## config.mk

```make
export PLATFORM = sky130hd
export DESIGN_NAME = text_token_lexer
export DESIGN_NICKNAME = d
export VERILOG_FILES = /design/src/design/ttl_pkg.sv /design/src/design/ttl_lexer_core.sv /design/src/design/ttl_rec_queue.sv /design/src/design/text_token_lexer.sv
export SDC_FILE = /design/constraint.sdc
export NUM_CORES = 2
export LEC_CHECK = 0
export ABC_AREA = 1
export BUFFER_PORTS_ARGS = -buffer_cell sky130_fd_sc_hd__buf_2
export CORE_ASPECT_RATIO = 0.6
export CORE_MARGIN = 2
export CORE_UTILIZATION = 40
export DETAILED_ROUTE_END_ITERATION = 12
export PLACE_DENSITY_LB_ADDON = 0.1
export SLEW_MARGIN = 20
export SYNTH_ARGS = -nofsm -noshare
export SYNTH_HDL_FRONTEND = slang
export SYNTH_HIERARCHICAL = 1
export SYNTH_SLANG_ARGS = --single-unit
export TNS_END_PERCENT = 100
```

## constraint.sdc

```tcl
create_clock -name aclk -period 7.9 [get_ports aclk]
set_input_delay 0.395 -clock aclk [delete_from_list [all_inputs] [get_ports aclk]]
set_output_delay 0.395 -clock aclk [all_outputs]
set_load 0.05 [all_outputs]
```

## src/design/ttl_pkg.sv

```systemverilog
// Types, character constants and classification helpers for the text token lexer.
// No dependencies; used by every module of the lexer.
`default_nettype none

package ttl_pkg;

    // Record kinds as reported on the result channel
    typedef enum logic [2:0] {
        KIND_SPACE   = 3'd0,
        KIND_INTEGER = 3'd1,
        KIND_DECIMAL = 3'd2,
        KIND_WORD    = 3'd3,
        KIND_PUNCT   = 3'd4,
        KIND_SYMBOL  = 3'd5
    } kind_t;

    // Kind of the token currently being collected
    typedef enum logic [2:0] {
        OPEN_NONE   = 3'd0,
        OPEN_SPACE  = 3'd1,
        OPEN_NUMBER = 3'd2,
        OPEN_WORD   = 3'd3,
        OPEN_GLYPH  = 3'd4
    } open_t;

    localparam logic [7:0]  CH_ZERO   = 8'h30;
    localparam logic [7:0]  CH_NINE   = 8'h39;
    localparam logic [7:0]  CH_DOT    = 8'h2E;
    localparam logic [7:0]  CH_COMMA  = 8'h2C;
    localparam logic [7:0]  CH_APOS   = 8'h27;
    localparam logic [7:0]  CH_HYPHEN = 8'h2D;

    localparam logic [62:0] VALUE_MAX = {63{1'b1}};
    localparam logic [31:0] LEN_MAX   = 32'hFFFF_FFFF;

    // Result queue geometry
    localparam int QUEUE_DEPTH = 4;
    localparam int QUEUE_AW    = 2;

    typedef struct packed {
        logic [7:0] text_byte;
        logic       end_of_text;
    } in_t;

    typedef struct packed {
        kind_t       token_kind;
        logic [31:0] token_start;
        logic [31:0] token_length;
        logic [7:0]  glyph_first;
        logic [7:0]  glyph_second;
        logic [62:0] integer_value;
        logic        number_overflow;
        logic        last_of_run;
    } out_t;

    // Records produced by one accepted byte, in order
    typedef struct packed {
        logic [1:0] count;
        out_t       rec0;
        out_t       rec1;
    } push_t;

    function automatic logic blank_char(logic [7:0] c);
        return (c == 8'd32) || (c inside {[8'd9:8'd13]});
    endfunction

    function automatic logic numeral_char(logic [7:0] c);
        return c inside {[CH_ZERO:CH_NINE]};
    endfunction

    function automatic logic letter_char(logic [7:0] c);
        return c inside {[8'h41:8'h5A], [8'h61:8'h7A]};
    endfunction

    function automatic logic mark_char(logic [7:0] c);
        return c inside {[8'd33:8'd47], [8'd58:8'd64], [8'd91:8'd96], [8'd123:8'd126]};
    endfunction

    // Glyphs that count as punctuation when they stand alone
    function automatic logic is_sentence(logic [7:0] c);
        return c inside {8'h2E, 8'h21, 8'h2C, 8'h3F, 8'h3B, 8'h3A};
    endfunction

    // Record for the token that is closed from the given open state
    function automatic out_t close_rec(open_t kind, logic [31:0] start, logic [31:0] len,
                                       logic [62:0] acc, logic ovf, logic dot,
                                       logic [7:0] glyph);
        out_t r;
        r = '0;
        r.token_start  = start;
        r.token_length = len;
        case (kind)
            OPEN_SPACE: begin
                r.token_kind = KIND_SPACE;
            end
            OPEN_NUMBER: begin
                if (dot) begin
                    r.token_kind = KIND_DECIMAL;
                end else begin
                    r.token_kind      = KIND_INTEGER;
                    r.integer_value   = acc;
                    r.number_overflow = ovf;
                end
            end
            OPEN_WORD: begin
                r.token_kind = KIND_WORD;
            end
            OPEN_GLYPH: begin
                r.token_kind   = is_sentence(glyph) ? KIND_PUNCT : KIND_SYMBOL;
                r.token_length = 32'd1;
                r.glyph_first  = glyph;
            end
            default: begin
                r = '0;
            end
        endcase
        return r;
    endfunction

endpackage

`default_nettype wire

```

## src/design/ttl_lexer_core.sv

```systemverilog
// Lexer state and per-byte next-state logic; emits up to two records per byte.
// Depends on ttl_pkg.
`default_nettype none

module ttl_lexer_core #(
    parameter int POSITION_BITS = 32
) (
    input  wire logic          aclk,
    input  wire logic          aresetn,
    input  wire logic          in_fire,
    input  wire ttl_pkg::in_t  in_item,
    output ttl_pkg::push_t     push
);

    ttl_pkg::open_t             open_kind_reg, open_kind_next;
    logic [POSITION_BITS-1:0]   run_start_reg, run_start_next;
    logic [POSITION_BITS-1:0]   byte_pos_reg, byte_pos_next;
    logic [31:0]                run_len_reg, run_len_next;
    logic [62:0]                acc_reg, acc_next;
    logic                       ovf_reg, ovf_next;
    logic                       dot_reg, dot_next;
    logic [7:0]                 glyph_reg, glyph_next;

    logic [7:0]                 c;
    logic                       c_space, c_digit, c_alpha, c_punct;
    logic                       cont;
    logic                       close_a;
    logic                       pair;
    ttl_pkg::out_t              rec_a, rec_b, rec_e, second;
    logic                       b_valid, e_valid;
    ttl_pkg::open_t             open_after;
    ttl_pkg::open_t             open_mid;
    logic [POSITION_BITS-1:0]   start_mid;
    logic [31:0]                len_mid;
    logic [62:0]                acc_mid;
    logic                       ovf_mid, dot_mid;
    logic [7:0]                 glyph_mid;
    logic [66:0]                prod;
    ttl_pkg::push_t             push_c;

    assign c       = in_item.text_byte;
    assign c_space = ttl_pkg::blank_char(c);
    assign c_digit = ttl_pkg::numeral_char(c);
    assign c_alpha = ttl_pkg::letter_char(c);
    assign c_punct = ttl_pkg::mark_char(c);

    // acc * 10 + digit, wide enough to see overflow past 2^63-1
    assign prod = ({4'b0, acc_reg} << 3) + ({4'b0, acc_reg} << 1) + 67'(c[3:0]);

    // Does this byte extend the open run
    always_comb begin
        case (open_kind_reg)
            ttl_pkg::OPEN_SPACE:  cont = c_space;
            ttl_pkg::OPEN_NUMBER: cont = c_digit || (c == ttl_pkg::CH_DOT) ||
                                         (c == ttl_pkg::CH_COMMA);
            ttl_pkg::OPEN_WORD:   cont = c_alpha || (c == ttl_pkg::CH_APOS) ||
                                         (c == ttl_pkg::CH_HYPHEN);
            default:              cont = 1'b0;
        endcase
    end

    // Closing of the open token, then continue or open, then end-of-text close
    always_comb begin
        pair    = (open_kind_reg == ttl_pkg::OPEN_GLYPH) && c_punct;
        close_a = (open_kind_reg != ttl_pkg::OPEN_NONE) &&
                  ((open_kind_reg == ttl_pkg::OPEN_GLYPH) || !cont);

        rec_a = ttl_pkg::close_rec(open_kind_reg, 32'(run_start_reg), run_len_reg,
                                   acc_reg, ovf_reg, dot_reg, glyph_reg);
        if (pair) begin
            rec_a              = '0;
            rec_a.token_kind   = ttl_pkg::KIND_SYMBOL;
            rec_a.token_start  = 32'(run_start_reg);
            rec_a.token_length = 32'd2;
            rec_a.glyph_first  = glyph_reg;
            rec_a.glyph_second = c;
        end

        open_after = close_a ? ttl_pkg::OPEN_NONE : open_kind_reg;

        open_mid  = open_after;
        start_mid = run_start_reg;
        len_mid   = run_len_reg;
        acc_mid   = acc_reg;
        ovf_mid   = ovf_reg;
        dot_mid   = dot_reg;
        glyph_mid = glyph_reg;
        b_valid   = 1'b0;
        rec_b     = '0;

        if (!pair) begin
            if (open_after != ttl_pkg::OPEN_NONE) begin
                // run goes on
                if (run_len_reg != ttl_pkg::LEN_MAX) begin
                    len_mid = run_len_reg + 32'd1;
                end
                if (open_after == ttl_pkg::OPEN_NUMBER) begin
                    if (c == ttl_pkg::CH_DOT) begin
                        dot_mid = 1'b1;
                    end else if (c_digit && !ovf_reg) begin
                        if (prod[66:63] != 4'd0) begin
                            ovf_mid = 1'b1;
                            acc_mid = ttl_pkg::VALUE_MAX;
                        end else begin
                            acc_mid = prod[62:0];
                        end
                    end
                end
            end else begin
                // new token starts at this byte
                start_mid = byte_pos_reg;
                len_mid   = 32'd1;
                if (c_space) begin
                    open_mid = ttl_pkg::OPEN_SPACE;
                end else if (c_digit) begin
                    open_mid = ttl_pkg::OPEN_NUMBER;
                    acc_mid  = 63'(c[3:0]);
                    ovf_mid  = 1'b0;
                    dot_mid  = 1'b0;
                end else if (c_alpha) begin
                    open_mid = ttl_pkg::OPEN_WORD;
                end else if (c_punct) begin
                    open_mid  = ttl_pkg::OPEN_GLYPH;
                    glyph_mid = c;
                end else begin
                    b_valid            = 1'b1;
                    rec_b.token_kind   = ttl_pkg::KIND_SYMBOL;
                    rec_b.token_start  = 32'(byte_pos_reg);
                    rec_b.token_length = 32'd1;
                    rec_b.glyph_first  = c;
                end
            end
        end

        e_valid = in_item.end_of_text && (open_mid != ttl_pkg::OPEN_NONE);
        rec_e   = ttl_pkg::close_rec(open_mid, 32'(start_mid), len_mid, acc_mid,
                                     ovf_mid, dot_mid, glyph_mid);
    end

    // Pack the records in order and mark the final one
    always_comb begin
        second = b_valid ? rec_b : rec_e;
        push_c = '0;
        if (close_a) begin
            push_c.rec0  = rec_a;
            push_c.rec1  = second;
            push_c.count = (b_valid || e_valid) ? 2'd2 : 2'd1;
        end else begin
            push_c.rec0  = second;
            push_c.rec1  = '0;
            push_c.count = (b_valid || e_valid) ? 2'd1 : 2'd0;
        end
        if (push_c.count == 2'd2) begin
            push_c.rec1.last_of_run = 1'b1;
        end else begin
            push_c.rec0.last_of_run = 1'b1;
        end
        if (!in_fire) begin
            push_c.count = 2'd0;
        end
    end

    assign push = push_c;

    // Next state; end of text returns everything to reset values
    always_comb begin
        if (in_item.end_of_text) begin
            open_kind_next = ttl_pkg::OPEN_NONE;
            run_start_next = '0;
            byte_pos_next  = '0;
            run_len_next   = '0;
            acc_next       = '0;
            ovf_next       = 1'b0;
            dot_next       = 1'b0;
            glyph_next     = '0;
        end else begin
            open_kind_next = open_mid;
            run_start_next = start_mid;
            byte_pos_next  = byte_pos_reg + 1'b1;
            run_len_next   = len_mid;
            acc_next       = acc_mid;
            ovf_next       = ovf_mid;
            dot_next       = dot_mid;
            glyph_next     = glyph_mid;
        end
    end

    always_ff @(posedge aclk) begin
        if (!aresetn) begin
            open_kind_reg <= ttl_pkg::OPEN_NONE;
            run_start_reg <= '0;
            byte_pos_reg  <= '0;
            run_len_reg   <= '0;
            acc_reg       <= '0;
            ovf_reg       <= 1'b0;
            dot_reg       <= 1'b0;
            glyph_reg     <= '0;
        end else if (in_fire) begin
            open_kind_reg <= open_kind_next;
            run_start_reg <= run_start_next;
            byte_pos_reg  <= byte_pos_next;
            run_len_reg   <= run_len_next;
            acc_reg       <= acc_next;
            ovf_reg       <= ovf_next;
            dot_reg       <= dot_next;
            glyph_reg     <= glyph_next;
        end
    end

endmodule

`default_nettype wire

```

## src/design/ttl_rec_queue.sv

```systemverilog
// Small result queue: takes up to two records per cycle, hands out one.
// Depends on ttl_pkg.
`default_nettype none

module ttl_rec_queue (
    input  wire logic           aclk,
    input  wire logic           aresetn,
    input  wire ttl_pkg::push_t push,
    input  wire logic           pop,
    output ttl_pkg::out_t       head,
    output logic                not_empty,
    output logic                room_two
);

    ttl_pkg::out_t                mem_reg [ttl_pkg::QUEUE_DEPTH];
    logic [ttl_pkg::QUEUE_AW-1:0] wr_ptr_reg, wr_ptr_next;
    logic [ttl_pkg::QUEUE_AW-1:0] rd_ptr_reg, rd_ptr_next;
    logic [ttl_pkg::QUEUE_AW:0]   count_reg, count_next;
    logic [ttl_pkg::QUEUE_AW-1:0] wr_ptr_plus1;

    assign wr_ptr_plus1 = wr_ptr_reg + 1'b1;
    assign head         = mem_reg[rd_ptr_reg];
    assign not_empty    = (count_reg != '0);
    assign room_two     = (count_reg <= (ttl_pkg::QUEUE_AW+1)'(ttl_pkg::QUEUE_DEPTH - 2));

    // Pointer and fill bookkeeping
    always_comb begin
        wr_ptr_next = wr_ptr_reg + ttl_pkg::QUEUE_AW'(push.count);
        rd_ptr_next = rd_ptr_reg + ttl_pkg::QUEUE_AW'(pop);
        count_next  = count_reg + (ttl_pkg::QUEUE_AW+1)'(push.count)
                                - (ttl_pkg::QUEUE_AW+1)'(pop);
    end

    always_ff @(posedge aclk) begin
        if (!aresetn) begin
            wr_ptr_reg <= '0;
            rd_ptr_reg <= '0;
            count_reg  <= '0;
        end else begin
            wr_ptr_reg <= wr_ptr_next;
            rd_ptr_reg <= rd_ptr_next;
            count_reg  <= count_next;
        end
    end

    // Record storage, no reset needed
    always_ff @(posedge aclk) begin
        if (push.count != 2'd0) begin
            mem_reg[wr_ptr_reg] <= push.rec0;
        end
        if (push.count == 2'd2) begin
            mem_reg[wr_ptr_plus1] <= push.rec1;
        end
    end

endmodule

`default_nettype wire

```

## src/design/text_token_lexer.sv

```systemverilog
// Records of an accepted byte are written into the result queue and offered from its head.
// Throughput: one byte per cycle while s_ready is high; a byte that closes one token
// and yields another record leaves two records for the one-record result port.
// A four-record queue sits behind the lexer; s_ready drops when fewer than two are free.
// Reset: synchronous, active low on aresetn; clears lexer state and empties the queue.
// Depends on ttl_pkg, ttl_lexer_core and ttl_rec_queue.
`default_nettype none

module text_token_lexer #(
    parameter int POSITION_BITS = 32
) (
    input  wire logic          aclk,
    input  wire logic          aresetn,
    input  wire logic          s_valid,
    output logic               s_ready,
    input  wire ttl_pkg::in_t  s_data,
    output logic               m_valid,
    input  wire logic          m_ready,
    output ttl_pkg::out_t      m_data
);

    logic           in_fire;
    logic           pop;
    logic           room_two;
    ttl_pkg::push_t push;

    assign in_fire = s_valid && s_ready;
    assign pop     = m_valid && m_ready;
    assign s_ready = room_two;

    // Byte classification and token state
    ttl_lexer_core #(
        .POSITION_BITS(POSITION_BITS)
    ) u_core (
        .aclk    (aclk),
        .aresetn (aresetn),
        .in_fire (in_fire),
        .in_item (s_data),
        .push    (push)
    );

    // Records wait here for the result side
    ttl_rec_queue u_queue (
        .aclk      (aclk),
        .aresetn   (aresetn),
        .push      (push),
        .pop       (pop),
        .head      (m_data),
        .not_empty (m_valid),
        .room_two  (room_two)
    );

endmodule

`default_nettype wire

```

==> report_table.html <==
<table>
<tr><th>Metric</th><th>Value</th></tr>
<tr><th colspan="2">STA</th></tr>
<tr><td>Slew Limit Headroom</td><td>19.6%</td></tr>
<tr><td>Setup repair after global routing missed its margin</td><td>no</td></tr>
<tr><td>Shortest period the worst path allows</td><td>5.56 ns</td></tr>
<tr><td>Transition time of the tightest slew-check pin</td><td>1.21 ns</td></tr>
<tr><td>Setup-violating endpoint count in the final report</td><td>0</td></tr>
<tr><td>Setup clock skew after layout</td><td>0.0324 ns</td></tr>
<tr><td>Final hold vios</td><td>0</td></tr>
<tr><td>Maximum clock frequency</td><td>180 MHz</td></tr>
<tr><td>Final Max Tran Viols</td><td>0</td></tr>
<tr><td>Fin Setup TNS</td><td>0 ns</td></tr>
<tr><td>Period utilisation layout</td><td>70.4%</td></tr>
<tr><td>Setup WS post-layout</td><td>2.34 ns</td></tr>
<tr><th colspan="2">Synthesis</th></tr>
<tr><td>Yosys reg bits</td><td>771</td></tr>
<tr><td>Synth area leader</td><td>sky130_fd_sc_hd__edfxtp_1</td></tr>
<tr><td>Post-synthesis async set-or-reset flop share</td><td>0%</td></tr>
<tr><td>Area share of the largest cell type after synthesis</td><td>35.7%</td></tr>
<tr><td>Cell area after synthesis</td><td>49,800 um2</td></tr>
<tr><td>Top FF cell, synth</td><td>sky130_fd_sc_hd__edfxtp_1</td></tr>
<tr><td>Number of distinct standard cells referenced by the synthesized netlist</td><td>56</td></tr>
<tr><td>Post-Synthesis Cells</td><td>6,599</td></tr>
<tr><td>Post-synthesis area per instance</td><td>7.55 um2</td></tr>
<tr><td>Sequential area share after synthesis</td><td>42.9%</td></tr>
<tr><td>Count of yosys warnings during synthesis</td><td>6</td></tr>
<tr><td>Count of flip-flops with a built-in enable after synthesis</td><td>592</td></tr>
<tr><td>Synth top area cells</td><td>sky130_fd_sc_hd__edfxtp_1 (36%), sky130_fd_sc_hd__nand2_1 (14%), sky130_fd_sc_hd__dfxtp_1 (7.2%), sky130_fd_sc_hd__inv_1 (6.8%), sky130_fd_sc_hd__o21ai_0 (6.5%)</td></tr>
<tr><th colspan="2">Power and ir drop</th></tr>
<tr><td>P_int</td><td>7940 uW</td></tr>
<tr><td>Clock power share</td><td>28.9%</td></tr>
<tr><td>P_leak</td><td>0.0209 uW</td></tr>
<tr><td>Proportion of power drawn by flip-flops and latches</td><td>35.3%</td></tr>
<tr><td>Logic gate share of total power</td><td>35.8%</td></tr>
<tr><td>Fraction of power spent switching nets</td><td>43.0%</td></tr>
<tr><td>Switching power</td><td>5990 uW</td></tr>
<tr><td>IR drop worst, VDD</td><td>0.229 mV</td></tr>
<tr><td>Areal power density over the cells</td><td>260 nW/um2</td></tr>
<tr><th colspan="2">Layout</th></tr>
<tr><td>Final design utilization</td><td>43.4%</td></tr>
<tr><td>Design Area, Final</td><td>53,600 um2</td></tr>
<tr><td>Share of layout cells above drive strength 1</td><td>7.65%</td></tr>
<tr><td>Number of fill cells in the layout</td><td>12,492</td></tr>
<tr><td>Syn-to-layout area delta</td><td>7.69%</td></tr>
<tr><td>Max reg flops</td><td>592</td></tr>
<tr><td>Final-stage net count</td><td>6,677</td></tr>
<tr><th colspan="2">Clock tree</th></tr>
<tr><td>Setup bufs post-CTS</td><td>0</td></tr>
<tr><td>Cts bufs inserted</td><td>83</td></tr>
<tr><td>CTS Root Cell</td><td>sky130_fd_sc_hd__clkbuf_16</td></tr>
<tr><td>Number of buffers inserted by hold repair at cts</td><td>1</td></tr>
<tr><td>Post-cts resize count</td><td>0</td></tr>
<tr><td>Clock slew at reported path FFs</td><td>0.06 ns</td></tr>
<tr><td>Level count of the clock H-tree</td><td>3</td></tr>
<tr><td>Clk sinks</td><td>771</td></tr>
<tr><td>Clock tree from TritonCTS</td><td>built</td></tr>
<tr><td>Max clock buf depth</td><td>3</td></tr>
<tr><td>Clk_lat worst skew</td><td>0.69 ns</td></tr>
<tr><th colspan="2">Worst setup path</th></tr>
<tr><td>Category of the worst setup path capture point</td><td>register</td></tr>
<tr><td>Crit path kind</td><td>in2reg</td></tr>
<tr><td>Biggest fanout along the worst timing path</td><td>47</td></tr>
<tr><td>Arrival time at the worst endpoint</td><td>5.91 ns</td></tr>
<tr><td>Worst Path Required</td><td>8.25 ns</td></tr>
<tr><td>Startpoint type of the worst setup path</td><td>input port</td></tr>
<tr><th colspan="2">GRT</th></tr>
<tr><td>Overflow left after global routing</td><td>0</td></tr>
<tr><td>Number of antenna violations at the first check in global routing</td><td>12</td></tr>
<tr><td>Maximum number of pins on one net before global-route repair</td><td>226</td></tr>
<tr><td>Via count of the first global-routing pass</td><td>39,538</td></tr>
<tr><td>First-pass GRT wire length</td><td>239,000 um</td></tr>
<tr><td>GR Util All Layers</td><td>24.0%</td></tr>
<tr><th colspan="2">Placement</th></tr>
<tr><td>PortBufs</td><td>162</td></tr>
<tr><td>Area after detailed placement</td><td>50,900 um2</td></tr>
<tr><td>Placement-stage worst setup slack</td><td>1.64 ns</td></tr>
<tr><td>HPWL reported at the end of detailed placement</td><td>103,000 um</td></tr>
<tr><td>Final weighted congestion of routability-driven global placement</td><td>0.939</td></tr>
<tr><th colspan="2">Floorplanning</th></tr>
<tr><td>Chip width</td><td>460 um</td></tr>
<tr><td>Floorplan die area</td><td>127,000 um2</td></tr>
<tr><td>Num rows</td><td>100</td></tr>
<tr><td>Placeable Area</td><td>124,000 um2</td></tr>
<tr><td>Initial cell density of the core</td><td>40.3%</td></tr>
<tr><td>Die height</td><td>277 um</td></tr>
<tr><td># IOs</td><td>163</td></tr>
<tr><th colspan="2">Job</th></tr>
<tr><td>MaxCap Viol Count</td><td>0</td></tr>
<tr><th colspan="2">Routing</th></tr>
<tr><td>Antenna Nets Post-Route</td><td>0</td></tr>
<tr><td>DRT Wirelength</td><td>155,000 um</td></tr>
<tr><td>Initial DRT Pass Iterations</td><td>8</td></tr>
<tr><td>Final routed DRC violation total</td><td>0</td></tr>
<tr><td>Detailed-route wire length per cell</td><td>18.8 um</td></tr>
<tr><td>Vias</td><td>42,939</td></tr>
<tr><td>First-iteration detailed-routing DRC count</td><td>3,944</td></tr>
<tr><td>Number of vias per cell after detailed routing</td><td>5.21</td></tr>
<tr><th colspan="2">Worst hold path</th></tr>
<tr><td>Min-delay worst type</td><td>in2reg</td></tr>
<tr><th colspan="2">Status</th></tr>
<tr><td>Outcome</td><td>complete, no violations</td></tr>
</table>
critical path, cell delays in order:
cell and delay (ns):
sky130_fd_sc_hd__buf_2 0.12, sky130_fd_sc_hd__inv_1 0.15, sky130_fd_sc_hd__nand2_1 0.12, sky130_fd_sc_hd__nor2_1 0.16, sky130_fd_sc_hd__nand2_1 0.08, sky130_fd_sc_hd__nand2_1 0.07, sky130_fd_sc_hd__nor2_1 0.04, sky130_fd_sc_hd__nand2_1 0.32
sky130_fd_sc_hd__nand2_1 0.38, sky130_fd_sc_hd__inv_2 0.23, sky130_fd_sc_hd__nor2_4 0.05, sky130_fd_sc_hd__nand2_1 0.27, sky130_fd_sc_hd__inv_1 0.19, sky130_fd_sc_hd__nor2_4 0.15, sky130_fd_sc_hd__buf_4 0.38, sky130_fd_sc_hd__inv_1 0.13
sky130_fd_sc_hd__nand2_1 0.10, sky130_fd_sc_hd__nand2_1 0.10, sky130_fd_sc_hd__ha_1 0.30, sky130_fd_sc_hd__nand2_1 0.07, sky130_fd_sc_hd__inv_1 0.12, sky130_fd_sc_hd__inv_1 0.13, sky130_fd_sc_hd__nand4_4 0.53, sky130_fd_sc_hd__nand2_4 0.87
sky130_fd_sc_hd__buf_12 0.39
layout make-up:
| class | count | area (um2) | share of cell area [%] |
|---|---|---|---|
| multi-input combinational | 4538 | 22600 | 42.1 |
| sequential | 771 | 21400 | 39.8 |
| inverter | 914 | 3440 | 6.41 |
| clock buffer | 108 | 2230 | 4.16 |
| tap | 1632 | 2040 | 3.81 |
| timing repair buffer | 219 | 1440 | 2.69 |
| clock inverter | 47 | 503 | 0.938 |
| antenna | 7 | 17.5 | 0.0327 |
Yosys cell counts (2+ instances only):
cell type and n:
sky130_fd_sc_hd__a211oi_1 2, sky130_fd_sc_hd__a21boi_0 2, sky130_fd_sc_hd__a21o_1 6, sky130_fd_sc_hd__a21oi_1 419, sky130_fd_sc_hd__a22oi_1 2, sky130_fd_sc_hd__a31oi_1 5, sky130_fd_sc_hd__buf_1 24, sky130_fd_sc_hd__buf_2 92
sky130_fd_sc_hd__buf_4 127, sky130_fd_sc_hd__buf_6 73, sky130_fd_sc_hd__clkbuf_1 158, sky130_fd_sc_hd__clkinv_1 3, sky130_fd_sc_hd__dfxtp_1 179, sky130_fd_sc_hd__edfxtp_1 592, sky130_fd_sc_hd__fa_1 3, sky130_fd_sc_hd__ha_1 134
sky130_fd_sc_hd__inv_1 901, sky130_fd_sc_hd__inv_2 10, sky130_fd_sc_hd__nand2_1 1808, sky130_fd_sc_hd__nand2_2 6, sky130_fd_sc_hd__nand3_1 261, sky130_fd_sc_hd__nand3b_1 12, sky130_fd_sc_hd__nand4_1 42, sky130_fd_sc_hd__nor2_1 276
sky130_fd_sc_hd__nor2_2 5, sky130_fd_sc_hd__nor2_4 2, sky130_fd_sc_hd__nor3_1 43, sky130_fd_sc_hd__nor3_2 2, sky130_fd_sc_hd__nor3b_1 2, sky130_fd_sc_hd__nor4_1 13, sky130_fd_sc_hd__o211ai_1 150, sky130_fd_sc_hd__o21a_1 3
sky130_fd_sc_hd__o21ai_0 647, sky130_fd_sc_hd__o21ai_1 296, sky130_fd_sc_hd__o21ai_2 91, sky130_fd_sc_hd__o21bai_1 15, sky130_fd_sc_hd__o22ai_1 41, sky130_fd_sc_hd__o31ai_1 59, sky130_fd_sc_hd__or2_1 3, sky130_fd_sc_hd__or2_2 27
sky130_fd_sc_hd__xnor2_1 31, sky130_fd_sc_hd__xor2_1 18
layout by cell type (no fill, tap or decap), types with 13 or more instances in the layout:
| cell | netlist | final |
|---|---|---|
| sky130_fd_sc_hd__o21ai_1 | 296 | 296 |
| sky130_fd_sc_hd__o21bai_1 | 15 | 15 |
| sky130_fd_sc_hd__o22ai_1 | 41 | 41 |
| sky130_fd_sc_hd__buf_12 | 0 | 16 |
| sky130_fd_sc_hd__nor2_1 | 276 | 274 |
| sky130_fd_sc_hd__o31ai_1 | 59 | 52 |
| sky130_fd_sc_hd__dfxtp_1 | 179 | 177 |
| sky130_fd_sc_hd__xor2_1 | 18 | 18 |
| sky130_fd_sc_hd__o211ai_1 | 150 | 150 |
| sky130_fd_sc_hd__clkbuf_1 | 158 | 20 |
| sky130_fd_sc_hd__buf_2 | 92 | 162 |
| sky130_fd_sc_hd__inv_1 | 901 | 899 |
| sky130_fd_sc_hd__nand2_1 | 1808 | 1803 |
| sky130_fd_sc_hd__ha_1 | 134 | 134 |
| sky130_fd_sc_hd__o21ai_0 | 647 | 647 |
| sky130_fd_sc_hd__clkbuf_16 | 0 | 84 |
| sky130_fd_sc_hd__o21ai_2 | 91 | 91 |
| sky130_fd_sc_hd__nor4_1 | 13 | 13 |
| sky130_fd_sc_hd__clkinv_2 | 0 | 16 |
| sky130_fd_sc_hd__or2_2 | 27 | 27 |
| sky130_fd_sc_hd__clkinv_1 | 3 | 17 |
| sky130_fd_sc_hd__conb_1 | 1 | 100 |
| sky130_fd_sc_hd__nor3_1 | 43 | 43 |
| sky130_fd_sc_hd__a21oi_1 | 419 | 419 |
| sky130_fd_sc_hd__edfxtp_1 | 592 | 592 |
| sky130_fd_sc_hd__xnor2_1 | 31 | 31 |
| sky130_fd_sc_hd__buf_4 | 127 | 40 |
| sky130_fd_sc_hd__nand3_1 | 261 | 261 |
| sky130_fd_sc_hd__nand4_1 | 42 | 42 |
kinds of logic (layout without fill, tap and decap cells):
kind of cell,after synthesis,in the layout,synth area share (%)
AOI/OAI and AO/OA,1745,1745,19.6
xor gates and xnor gates,49,49,0.862
adders and majority gates,137,137,3.49
buffers and inverters,1389,1288,12.8
DFF,771,771,42.9
other,1,107,0.00753
and+or+nand+nor,2507,2507,20.4
metrics by stage:
step           cells  total power, uW  hold slack (ns)
2_1_floorplan   6698             8640            0.422
3_3_place_gp    8073             9980            0.433
3_5_place_dp    8073             9990            0.444
4_1_cts         8229            14000            0.152
5_1_grt         8232            14600            0.206
6_report        8236            13900            0.215
power by group through the flow:
| stage | clock, uW | combinational, uW | sequential [uW] |
|---|---|---|---|
| 2_1_floorplan | 0 | 3670 | 4970 |
| 3_3_place_gp | 0 | 4980 | 5000 |
| 3_5_place_dp | 0 | 4990 | 5000 |
| 4_1_cts | 4140 | 5000 | 4910 |
| 5_1_grt | 4290 | 5330 | 4950 |
| 6_report | 4030 | 4990 | 4910 |
worst paths after layout:
path              cells past startpoint                               end  slack, ns                                 start
hold / removal                        5  u_core/glyph_reg[4]$_SDFFE_PN0P_       0.22                             s_data[5]
setup / recovery                     25  u_queue/mem_reg[0][20]$_DFFE_PP_       2.34                             s_data[7]
hold reg to reg                       2  u_core/glyph_reg[1]$_SDFFE_PN0P_       0.48      u_core/glyph_reg[1]$_SDFFE_PN0P_
setup reg to reg                     20  u_queue/mem_reg[0][20]$_DFFE_PP_       2.34  u_core/open_kind_reg[0]$_SDFFE_PN0P_
routing by layer:
metal,part of all wire [%],GRT usage (%),wire [um]
met1,53,39.0,81200
met2,37,31.6,57900
met3,8.5,5.59,13200
met4,1.5,4.32,2270
met5,0.013,0,20
Power figures use the tool's default switching activity.
